===== config.mk =====
export PLATFORM = sky130hd
export DESIGN_NAME = pcbp_packer
export DESIGN_NICKNAME = d
export VERILOG_FILES = /design/src/hw/rtl/pcbp_pkg.sv /design/src/hw/rtl/pcbp_packer.sv
export SDC_FILE = /design/constraint.sdc
export NUM_CORES = 1
export LEC_CHECK = 0
export BUFFER_PORTS_ARGS = -buffer_cell sky130_fd_sc_hd__buf_2
export CAP_MARGIN = 20
export CORE_AREA = 2 2 93 95
export DETAILED_ROUTE_END_ITERATION = 12
export DIE_AREA = 0 0 95 97
export PLACE_DENSITY = 0.77
export SLEW_MARGIN = 20
export SYNTH_ARGS = -nofsm -noshare
export SYNTH_HDL_FRONTEND = slang
export SYNTH_SLANG_ARGS = --single-unit

===== constraint.sdc =====
create_clock -name clk -period 2.3 [get_ports clk]
set_input_delay 0.23 -clock clk [delete_from_list [all_inputs] [get_ports clk]]
set_output_delay 0.23 -clock clk [all_outputs]
set_load 0.02 [all_outputs]

===== src/hw/rtl/pcbp_pkg.sv =====
// Shared types and constants of the prefix-code bit packer.
package pcbp_pkg;

  localparam int OUT_W       = 8;
  localparam int SYM_W       = 8;
  localparam int LEN_W       = 6;
  localparam int CODE_W      = 32;
  localparam int IN_TDATA_W  = 48;
  localparam int IN_TUSER_W  = 2;
  localparam int OUT_TDATA_W = 8;

  typedef enum logic [1:0] {
    REQ_LOAD   = 2'd0,
    REQ_ENCODE = 2'd1,
    REQ_FLUSH  = 2'd2
  } req_type_t;

  // Control of one request handed from the lookup stage to the packer.
  typedef struct packed {
    logic valid;
    logic flush;
  } pk_ctrl_t;

endpackage


===== src/hw/rtl/pcbp_packer.sv =====
// Byte packer: merges pending bits with a code and emits one byte per cycle while the output is ready.
module pcbp_packer
  import pcbp_pkg::*;
#(
  parameter int MAX_CODE_LEN = 32
) (
  input  logic                                 clk,
  input  logic                                 rst_n,
  input  pk_ctrl_t                             ctrl,
  input  logic [$clog2(MAX_CODE_LEN+1)-1:0]    len,
  input  logic [MAX_CODE_LEN-1:0]              code,
  output logic                                 take,
  output logic                                 out_tvalid,
  input  logic                                 out_tready,
  output logic [OUT_TDATA_W-1:0]               out_tdata,
  output logic                                 out_tlast
);

  localparam int LW   = $clog2(MAX_CODE_LEN + 1);
  localparam int TW   = LW + 1;
  localparam int SW   = OUT_W + MAX_CODE_LEN;
  localparam int MAXR = (OUT_W - 1 + MAX_CODE_LEN) / OUT_W;
  localparam int RW   = $clog2(MAXR + 1);

  logic [SW-1:0]          w_r;
  logic [SW-1:0]          w_nxt;
  logic [RW-1:0]          rem_r;
  logic [RW-1:0]          rem_nxt;
  logic [2:0]             cnt_r;
  logic [2:0]             cnt_nxt;
  logic                   out_tvalid_r;
  logic [OUT_W-1:0]       out_tdata_r;
  logic                   out_tlast_r;
  logic                   emit;
  logic                   load;
  logic [OUT_W-1:0]       acc;
  logic [SW-1:0]          stream;
  logic [TW-1:0]          total;

  assign emit = (rem_r != '0) && (!out_tvalid_r || out_tready);
  assign take = (rem_r == '0) || (rem_r == RW'(1) && emit);
  assign load = ctrl.valid && take;

  // Pending bits sit in the top byte once every full byte has left.
  assign acc    = (rem_r == '0) ? w_r[SW-1 -: OUT_W] : w_r[SW-1-OUT_W -: OUT_W];
  assign total  = TW'(cnt_r) + TW'(len);
  assign stream = {acc, {MAX_CODE_LEN{1'b0}}} |
                  (ctrl.flush ? '0 : ({code, {OUT_W{1'b0}}} >> cnt_r));

  always_comb begin
    w_nxt   = w_r;
    rem_nxt = rem_r;
    cnt_nxt = cnt_r;
    if (load) begin
      w_nxt = stream;
      if (ctrl.flush) begin
        rem_nxt = (cnt_r != 3'd0) ? RW'(1) : '0;
        cnt_nxt = 3'd0;
      end else begin
        rem_nxt = RW'(total >> 3);
        cnt_nxt = total[2:0];
      end
    end else if (emit) begin
      w_nxt   = w_r << OUT_W;
      rem_nxt = rem_r - RW'(1);
    end
  end

  always_ff @(posedge clk) begin
    if (!rst_n) begin
      w_r          <= '0;
      rem_r        <= '0;
      cnt_r        <= 3'd0;
      out_tvalid_r <= 1'b0;
    end else begin
      w_r   <= w_nxt;
      rem_r <= rem_nxt;
      cnt_r <= cnt_nxt;
      if (emit) begin
        out_tvalid_r <= 1'b1;
      end else if (out_tready) begin
        out_tvalid_r <= 1'b0;
      end
    end
  end

  always_ff @(posedge clk) begin
    if (emit) begin
      out_tdata_r <= w_r[SW-1 -: OUT_W];
      out_tlast_r <= (rem_r == RW'(1));
    end
  end

  assign out_tvalid = out_tvalid_r;
  assign out_tdata  = out_tdata_r;
  assign out_tlast  = out_tlast_r;

  a_flush_clears_count: assert property (@(posedge clk) disable iff (!rst_n)
    load && ctrl.flush |=> cnt_r == 3'd0 && rem_r <= RW'(1))
    else $error("flush left pending bits");

  a_last_byte_marked: assert property (@(posedge clk) disable iff (!rst_n)
    emit && rem_r == RW'(1) |=> out_tvalid_r && out_tlast_r)
    else $error("final byte of a transaction not marked last");

  a_rem_bound: assert property (@(posedge clk) disable iff (!rst_n)
    rem_r <= RW'(MAXR))
    else $error("byte count exceeds bound");

  a_no_load_while_busy: assert property (@(posedge clk) disable iff (!rst_n)
    load && rem_r != '0 |-> rem_r == RW'(1) && emit)
    else $error("new code loaded over unsent bytes");

endmodule


==> results of run 1 <==
-- per-stage QoR --
| step | hold WS (ns) | power [mW] | setup WS [ns] | util, % | cells |
|---|---|---|---|---|---|
| finish | 0.221 | 4.25 | 0.299 | 50.0 | 516 |
| global route | 0.236 | 4.54 | 0.0903 | 50.0 | 516 |
| CTS | 0.216 | 4.18 | 0.175 | 49.6 | 513 |
| detailed placement | 0.419 | 3.64 | 0.193 | 48.5 | 505 |
| global placement | 0.418 | 3.57 | 0.287 | 48.5 | 505 |
| floorplan | 0.368 | 3.14 | 0.368 | - | 370 |
-- power breakdown --
part	internal [mW]	switching, mW
registers	1.33	0.168
logic	0.918	1.28
clock network	0.213	0.339
total	2.46	1.78
-- area by class of cell --
class / instances / area share [%]
multi-input cells: 271 / 54.3
flip-flops and latches: 55 / 29.3
clock inverters: 3 / 0.492
repair buffers: 66 / 9.84
well taps: 105 / 3.23
inverters: 11 / 1.11
clock buffers: 5 / 1.69
-- synth_stat cells, drive strengths merged, types with 2 or more instances --
master  number  share of area [%]
o22ai        8                1.4
nand4        2               0.34
edfxtp       9                7.4
ha           6                2.1
a221oi       7                1.9
a32oi        4               0.96
xnor2        2               0.48
o21ai       19                2.6
nor2b        4               0.69
mux4        12                7.4
buf         24                4.6
dfxtp       46                 25
nand3b       3               0.62
clkbuf       9                1.0
nand2b       4               0.69
a21oi       43                5.9
a31oi        9                1.5
nand3        4               0.89
mux2i       70                 20
nor2        10                1.0
or3          5               0.86
inv         11                1.1
a22oi       22                4.5
nand2       19                2.0
a211o        2               0.48
-- worst paths after layout --
path	endpoint	slack [ns]	cells past startpoint
worst min-delay path	w_r[1]$_SDFFE_PN0P_	0.22	3
worst max register to register	rem_r[0]$_SDFFE_PN0P_	0.30	7
worst max-delay path	rem_r[0]$_SDFFE_PN0P_	0.30	7
worst min register to register	out_tdata[4]$_DFFE_PP_	0.45	0
-- critical path, cell delays in order (launching register included) --
cell	delay (ns)
dfxtp_1	0.31
inv_1	0.12
ha_1	0.30
or2b_4	0.34
nand2_2	0.23
clkinvlp_4	0.20
xnor2_1	0.16
a221oi_1	0.24
-- per-layer routing --
| layer | share of wire [%] | wire length [um] |
|---|---|---|
| met1 | 43 | 3900 |
| met2 | 49 | 4410 |
| met3 | 6.1 | 546 |
| met4 | 1.5 | 135 |
| met5 | 0 | 0 |
-- registers in the layout, indices dropped and copies added, names as in the netlist --
| name | cells |
|---|---|
| out_tdata | 8 |
| cnt_r | 3 |
| out_tlast | 1 |
| w_r | 39 |
| rem_r | 3 |
| out_tvalid | 1 |
-- what timing repair did --
item	4_1_cts	5_1_grt
gates resized for setup	0	3
setup endpoints to repair	0	5
setup buffers	0	3
-- kinds of logic after synthesis --
kind of cell | after synthesis
AOI/OAI and AO/OA | 119
muxes | 83
and+or+nand+nor | 60
DFF | 55
buffers and inverters | 44
adders and majority gates | 7
xor gates and xnor gates | 2
==> out/metrics.cfg, run 1 <==
[sta]
finalSetupTns_ns=0
worst_pin_slew_ns=0.462
clock_skew_ns=0.0119
max_freq_mhz=500
timing.final.hold_violations=0
setup_viol=0
fin_crit_ns=2.00
period_share_pct=87.0
slew_violations=0
rsz0062_at_grt=no
maxSlewHeadroom_pct=69.1

[cells_and_area]
final_cell_mix=69 x mux2i_1, 53 x buf_2, 44 x dfxtp_1
area_growth_pct=11.9
drive_gt1_share_pct=24.6
diodes=0
layout_commonest_cell=mux2i_1
fin_area_um2=4070
regArea_um2=1190
multi_input_area_um2=2210
nNetsFinal=460
fillers=759

[synth]
synth_cell_types=49
synth_top_family_by_area=multiplexers
ys_seq_area_share_pct=32.7
yosys.area_share.adder_pct=2.61
synthMuxAreaShare_pct=27.5
yosys_warnings=0
synth_compound_area_share_pct=20.3
synth_xor_area_share_pct=0.482
synthesis.area_um2=3640
synth_edf_count=9
async_flop_share_pct=0
synth-main-ff-cell=dfxtp_1
synth_seq_cells=55
synth-simple-area-share_pct=9.67
syn_inst=370
synth.avg_cell_area_um2=9.83
syn-num-nets=420

[clocking]
clk_pin_slew_ns=0.10
htree_levels=2
insertion_delay_ns=0.32
cts_num_sinks=55
cts_buffer_depth=2
postCtsHoldBufs=0
clock-root-buffer=clkbuf_8
cts_buffers=5
cts_tree=yes

[min_path]
hold_path_class=in2reg
min_from=code[0]

[detailed_routing]
drc=0
dr_total_vias=3151
drtPass1Iterations=5
wl_per_cell_um=17.4
wirelength_um=8990
avgViaCountPerCell=6.11
ant_nets=0
drtIter0Drc=222

[placed_design]
gp_congestion=0.848
placed_cell_area_um2=3950
dp_hpwl_um=6610
io_buffers=53

[global_route]
grt_pass1_vias=2945
grt_util_met1_pct=26.1
grt_max_degree=45
antenna_found_initial=0
grt.busiest_layer=met2
gr-usage-met3_pct=3.89
grt_pass1_wl_um=14600
grt_overflow=0
track_usage_pct=19.7
grt_use_met2_pct=32.6

[flow_run]
cap_viol_max_count=0

[setup_path]
cp.required_ns=2.53
crit_path_max_fanout=10
setup.worst_path.class=reg2reg
end_kind=register
start_kind=register
crit_start=rem_r[1]$_SDFFE_PN0P_
critPathArrivalTime_ns=2.23
reg2reg_from=rem_r[1]$_SDFFE_PN0P_

[status]
status=completed

[pwr]
ir_drop_mv=0.362
cellLeakagePower_nw=1.42
power_density_nw_per_um2=1040

[die]
io_pins=54
coreArea_um2=8130
initial_core_util_pct=44.7
rows=33
die_w_um=95
dieArea_um2=9220
die_h_um=97

Power figures use the tool's default switching activity.
==> run 2: changes to the inputs <==
RECOVER_POWER = 50   (was not set)
SKIP_LAST_GASP = 1   (was not set)
clock period = 2 ns   (was 2.3 ns; I/O delays follow)
==> run 2 against run 1 <==
Compared with the run above: core utilization fell by 0.25 points; sequential power rose by 13%; global-route usage fell by 1.0 points; count of clock-buffer cells in the layout rose by 2; die area did not move; clock skew fell by 0.0075 ns; combinational power rose by 12%; worst hold slack got worse by 0.018 ns; register-to-register slack got worse by 0.21 ns; critical path depth fell by 1; sequential share of layout area rose by 0.15 points; final area fell by 0.49%; highest routed layer unchanged.
==> out/metrics.cfg, run 2 (synthesized netlist as in run 1, its figures left out) <==
[flow_run]
cap_viol_max_count=0  ; unchanged

[setup_path]
critPathArrivalTime_ns=2.10  ; -0.13 ns
start_kind=register
path_buf_inv=1  ; -1
cp.required_ns=2.19  ; -0.34 ns
critPathTopFamily=multiplexers
setup.worst_path.class=reg2reg
slowest_stage=mux2_4
worstPathCellList=inv_1 > ha_2 > or2b_4 > mux2_4 > a32oi_1 > o22ai_1
crit_path_max_fanout=20  ; +10
max_stage_delay_ns=0.43  ; +0.09 ns
end_kind=register

[clocking]
post_cts_buffers=0  ; unchanged
cts_tree=yes
cts_resized=0  ; unchanged
insertion_delay_ns=0.31  ; about the same
cts_num_sinks=55  ; unchanged
cts_buffer_depth=2  ; unchanged
postCtsHoldBufs=0  ; unchanged
htree_levels=2  ; unchanged
cts_buffers=5  ; unchanged
clk_pin_slew_ns=0.09  ; about the same
clock-root-buffer=clkbuf_8

[sta]
maxSlewHeadroom_pct=71.0  ; +1.9 points
setup_viol=0  ; unchanged
period_share_pct=95.4  ; +8.4 points
setup_slack_ns=0.0922  ; -0.206 ns
fin_crit_ns=1.91  ; -0.0935 ns
max_freq_mhz=524  ; +4.9%
slew_violations=0  ; unchanged
finalSetupTns_ns=0  ; unchanged
clock_skew_ns=0.00440  ; -0.00747 ns
timing.final.hold_violations=0  ; unchanged
rsz0062_at_grt=no
worst_pin_slew_ns=0.431  ; -0.0315 ns

[global_route]
track_usage_pct=18.7  ; -1.0 points
grt_pass1_vias=2842  ; -3.5%
grt_max_degree=47  ; +4.4%
grt.busiest_layer=met2
grt_pass1_wl_um=13800  ; -5.5%
gr-usage-met3_pct=2.80  ; -1.1 points
antenna_found_initial=0  ; unchanged
grt_overflow=0  ; unchanged
grt_util_met1_pct=25.5  ; -0.58 points
grt_use_met2_pct=29.6  ; -3.0 points

[pwr]
cellLeakagePower_nw=1.39  ; -2.1%
ir_drop_mv=0.411  ; +13%
power_density_nw_per_um2=1170  ; +12%
power_mw=4.75  ; +12%

[placed_design]
dpl.cell_count=507  ; +0.40%
placed_cell_area_um2=3970  ; +0.70%
place_worst_setup_slack_ns=0.0814  ; -0.111 ns
gp_congestion=0.844  ; -0.48%
dp_hpwl_um=6180  ; -6.5%
io_buffers=53  ; unchanged

[cells_and_area]
fin_cells=515  ; -0.19%
area_growth_pct=11.3
nNetsFinal=459  ; -0.22%
fin_area_um2=4050  ; -0.49%
layout_commonest_cell=mux2i_1
diodes=0  ; unchanged
largest_register_ffs=39  ; unchanged
regMostFlops=w_r
drive_gt1_share_pct=21.2  ; -3.4 points
final_cell_mix=69 x mux2i_1, 44 x dfxtp_1, 43 x a21oi_1

[die]
dieArea_um2=9220  ; unchanged
coreArea_um2=8130  ; unchanged
die_w_um=95  ; unchanged
die_h_um=97  ; unchanged
rows=33  ; unchanged
io_pins=54  ; unchanged
initial_core_util_pct=44.7  ; unchanged

[detailed_routing]
drtPass1Iterations=4  ; -1
drc=0  ; unchanged
ant_nets=0  ; unchanged
avgViaCountPerCell=5.92  ; -3.0%
drtIter0Drc=193  ; -13%
wl_per_cell_um=16.8  ; -3.5%
wirelength_um=8650  ; -3.7%
dr_total_vias=3049  ; -3.2%

[status]
status=completed

[min_path]
hold_path_class=in2reg

==> run 2: final timing paths <==
path	start	end	slack, ns	cells after the start
hold / removal	code[0]	w_r[1]$_SDFFE_PN0P_	0.20	3
setup reg to reg	rem_r[1]$_SDFFE_PN0P_	w_r[35]$_SDFFE_PN0P_	0.09	6
hold reg to reg	w_r[39]$_SDFFE_PN0P_	out_tdata[7]$_DFFE_PP_	0.44	0
setup / recovery	rem_r[1]$_SDFFE_PN0P_	w_r[35]$_SDFFE_PN0P_	0.09	6
==> run 2: layout make-up <==
cell class                      instances  area, um^2
Clock buffer                            7        76.3
Clock inverter                          1        5.00
Fill cell                             767        4090
Inverter                               11        41.3
Multi-Input combinational cell        271        2210
Sequential cell                        55        1190
Tap cell                              105         131
Timing Repair Buffer                   65         389
==> run 2: power breakdown <==
| part | leakage, nW | switching (mW) | total [mW] | internal (mW) |
|---|---|---|---|---|
| Combinational | 0.883 | 1.47 | 2.46 | 0.995 |
| Clock | 0.0422 | 0.347 | 0.593 | 0.247 |
| Sequential | 0.468 | 0.163 | 1.70 | 1.53 |
| Total | 1.39 | 1.98 | 4.75 | 2.77 |
==> run 2: worst min-delay path, cell delays in order <==
cell,delay [ns]
buf_2,0.12
nand4_1,0.09
a21oi_1,0.06
==> run 2: through the flow <==
stage / hold WS, ns / util [%]
after floorplan: 0.338 / -
after global placement: 0.417 / 48.9
after detailed placement: 0.421 / 48.9
after CTS: 0.196 / 49.9
after global routing: 0.206 / 49.8
final: 0.202 / 49.8
==> run 2: per-layer routing <==
layer	up-vias	share of wire, %
met2	108	49
met3	16	6.2
li1	1485	-
met1	1440	43
met4	0	2.2
met5	-	0
==> run 3: changes to the inputs <==
CTS_CLUSTER_DIAMETER = 150   (was not set)
REMOVE_ABC_BUFFERS = 1   (was not set)
==> run 3 against run 2 <==
Compared with the run above: critical path depth did not move; global-route usage rose by 1.8 points; combinational power rose by 11%; worst hold slack improved by 0.0099 ns; register-to-register slack barely moved; via count rose by 8.0%; sequential cell count did not move; fmax fell by 0.50%; final area rose by 3.6%; clock power rose by 48%; non-clock buffer count rose by 3; critical endpoint is now w_r[10]$_SDFFE_PN0P_; largest cell class unchanged.
==> out/metrics.cfg, run 3 (synthesized netlist as in run 1, its figures left out) <==
[global_route]
grt_max_degree=47  ; unchanged
grt_overflow=0  ; unchanged
grt_pass1_vias=3205  ; +13%
track_usage_pct=20.5  ; +1.8 points
grt_pass1_wl_um=15300  ; +11%
antenna_found_initial=0  ; unchanged

[detailed_routing]
drc=0  ; unchanged
drtPass1Iterations=5  ; +1
wirelength_um=9580  ; +11%
wl_per_cell_um=18.4  ; +9.7%
drtIter0Drc=404  ; +110%
dr_total_vias=3293  ; +8.0%
ant_nets=0  ; unchanged
avgViaCountPerCell=6.33  ; +7.0%

[clocking]
cts_buffer_depth=2  ; unchanged
postCtsHoldBufs=0  ; unchanged
cts_tree=yes
clk_pin_slew_ns=0.11  ; +0.02 ns
insertion_delay_ns=0.31  ; about the same
clock-root-buffer=clkbuf_8
cts_num_sinks=55  ; unchanged
cts_buffers=5  ; unchanged
htree_levels=2  ; unchanged

[setup_path]
critPathArrivalTime_ns=2.11  ; about the same
setup.worst_path.class=reg2reg
start_kind=register
crit_path_max_fanout=13  ; -35%
cp.required_ns=2.20  ; about the same
end_kind=register

[cells_and_area]
final_cell_mix=69 x mux2i_1, 43 x a21oi_1, 43 x dfxtp_1
area_growth_pct=15.3
nNetsFinal=464  ; +1.1%
drive_gt1_share_pct=23.4  ; +2.2 points
diodes=0  ; unchanged
layout_commonest_cell=mux2i_1
largest_register_ffs=39  ; unchanged
regMostFlops=w_r
fillers=734  ; -4.3%

[die]
dieArea_um2=9220  ; unchanged
io_pins=54  ; unchanged
die_h_um=97  ; unchanged
rows=33  ; unchanged
coreArea_um2=8130  ; unchanged
die_w_um=95  ; unchanged
initial_core_util_pct=44.7  ; unchanged

[pwr]
power_density_nw_per_um2=1270  ; +8.4%
ir_drop_mv=0.644  ; +57%
cellLeakagePower_nw=1.45  ; +3.8%
power_mw=5.34  ; +12%

[status]
status=completed

[placed_design]
io_buffers=53  ; unchanged
gp_congestion=0.797  ; -5.5%
dp_hpwl_um=6420  ; +3.8%

[flow_run]
cap_viol_max_count=0  ; unchanged

[sta]
setup_viol=0  ; unchanged
fin_crit_ns=1.92  ; +0.00966 ns
clock_skew_ns=0.0114  ; +0.00700 ns
rsz0062_at_grt=no
max_freq_mhz=522  ; -0.50%
maxSlewHeadroom_pct=62.6  ; -8.4 points
slew_violations=0  ; unchanged
finalSetupTns_ns=0  ; unchanged
period_share_pct=95.9  ; +0.48 points
worst_pin_slew_ns=0.561  ; +0.130 ns
timing.final.hold_violations=0  ; unchanged

[min_path]
hold_path_class=in2reg

run 3: worst paths after layout:
check	start	endpoint	slack, ns	cells after the start
setup / recovery	rem_r[0]$_SDFFE_PN0P_	w_r[10]$_SDFFE_PN0P_	0.08	6
hold / removal	code[0]	w_r[1]$_SDFFE_PN0P_	0.21	3
setup reg to reg	rem_r[0]$_SDFFE_PN0P_	w_r[10]$_SDFFE_PN0P_	0.08	6
hold reg to reg	w_r[34]$_SDFFE_PN0P_	out_tdata[2]$_DFFE_PP_	0.44	0
run 3: power by group:
part / internal (mW) / switching, mW / total (mW)
clock network: 0.499 / 0.380 / 0.879
logic: 1.13 / 1.60 / 2.73
registers: 1.53 / 0.190 / 1.72
total: 3.16 / 2.17 / 5.34
run 3: final cells by class:
| class | count | area (um^2) | area share [%] |
|---|---|---|---|
| inverters | 11 | 41.3 | 0.984 |
| clock inverters | 3 | 67.6 | 1.61 |
| multi-input cells | 273 | 2250 | 53.6 |
| repair buffers | 68 | 442 | 10.5 |
| clock buffers | 5 | 68.8 | 1.64 |
| flip-flops and latches | 55 | 1190 | 28.5 |
| well taps | 105 | 131 | 3.13 |
run 3: stage by stage:
step	setup WS, ns	instances	cell area (um^2)	hold slack, ns	utilization [%]
3_3_place_gp	0.126	507	3990	0.416	49.0
4_1_cts	0.0238	515	4130	0.203	50.7
3_5_place_dp	0.0776	507	3990	0.419	49.0
6_report	0.0826	520	4200	0.212	51.6
5_1_grt	0.00178	520	4200	0.226	51.6
2_1_floorplan	-1.09	337	3430	0.338	-
run 3: repair_timing:
item / in CTS / in global routing
resized for setup: 1 / 7
gates cloned: 0 / 3
setup endpoints to repair: 2 / 9
setup buffers: 0 / 2
pin swaps: 0 / 1
run 3: critical path: stages, from the launching register on:
cell	delay (ns)
dfxtp_2	0.37
inv_1	0.08
ha_4	0.19
or3b_4	0.41
and4_1	0.40
a22oi_1	0.26
a21oi_1	0.09
run 3: per-layer routing:
metal,wire [um],vias up,GRT usage (%),share of wire [%]
met5,0,-,0,0
met4,184,0,8.47,1.9
met3,734,17,3.82,7.7
met2,4610,181,32.6,48
met1,4050,1586,27.3,42
li1,-,1509,-,-
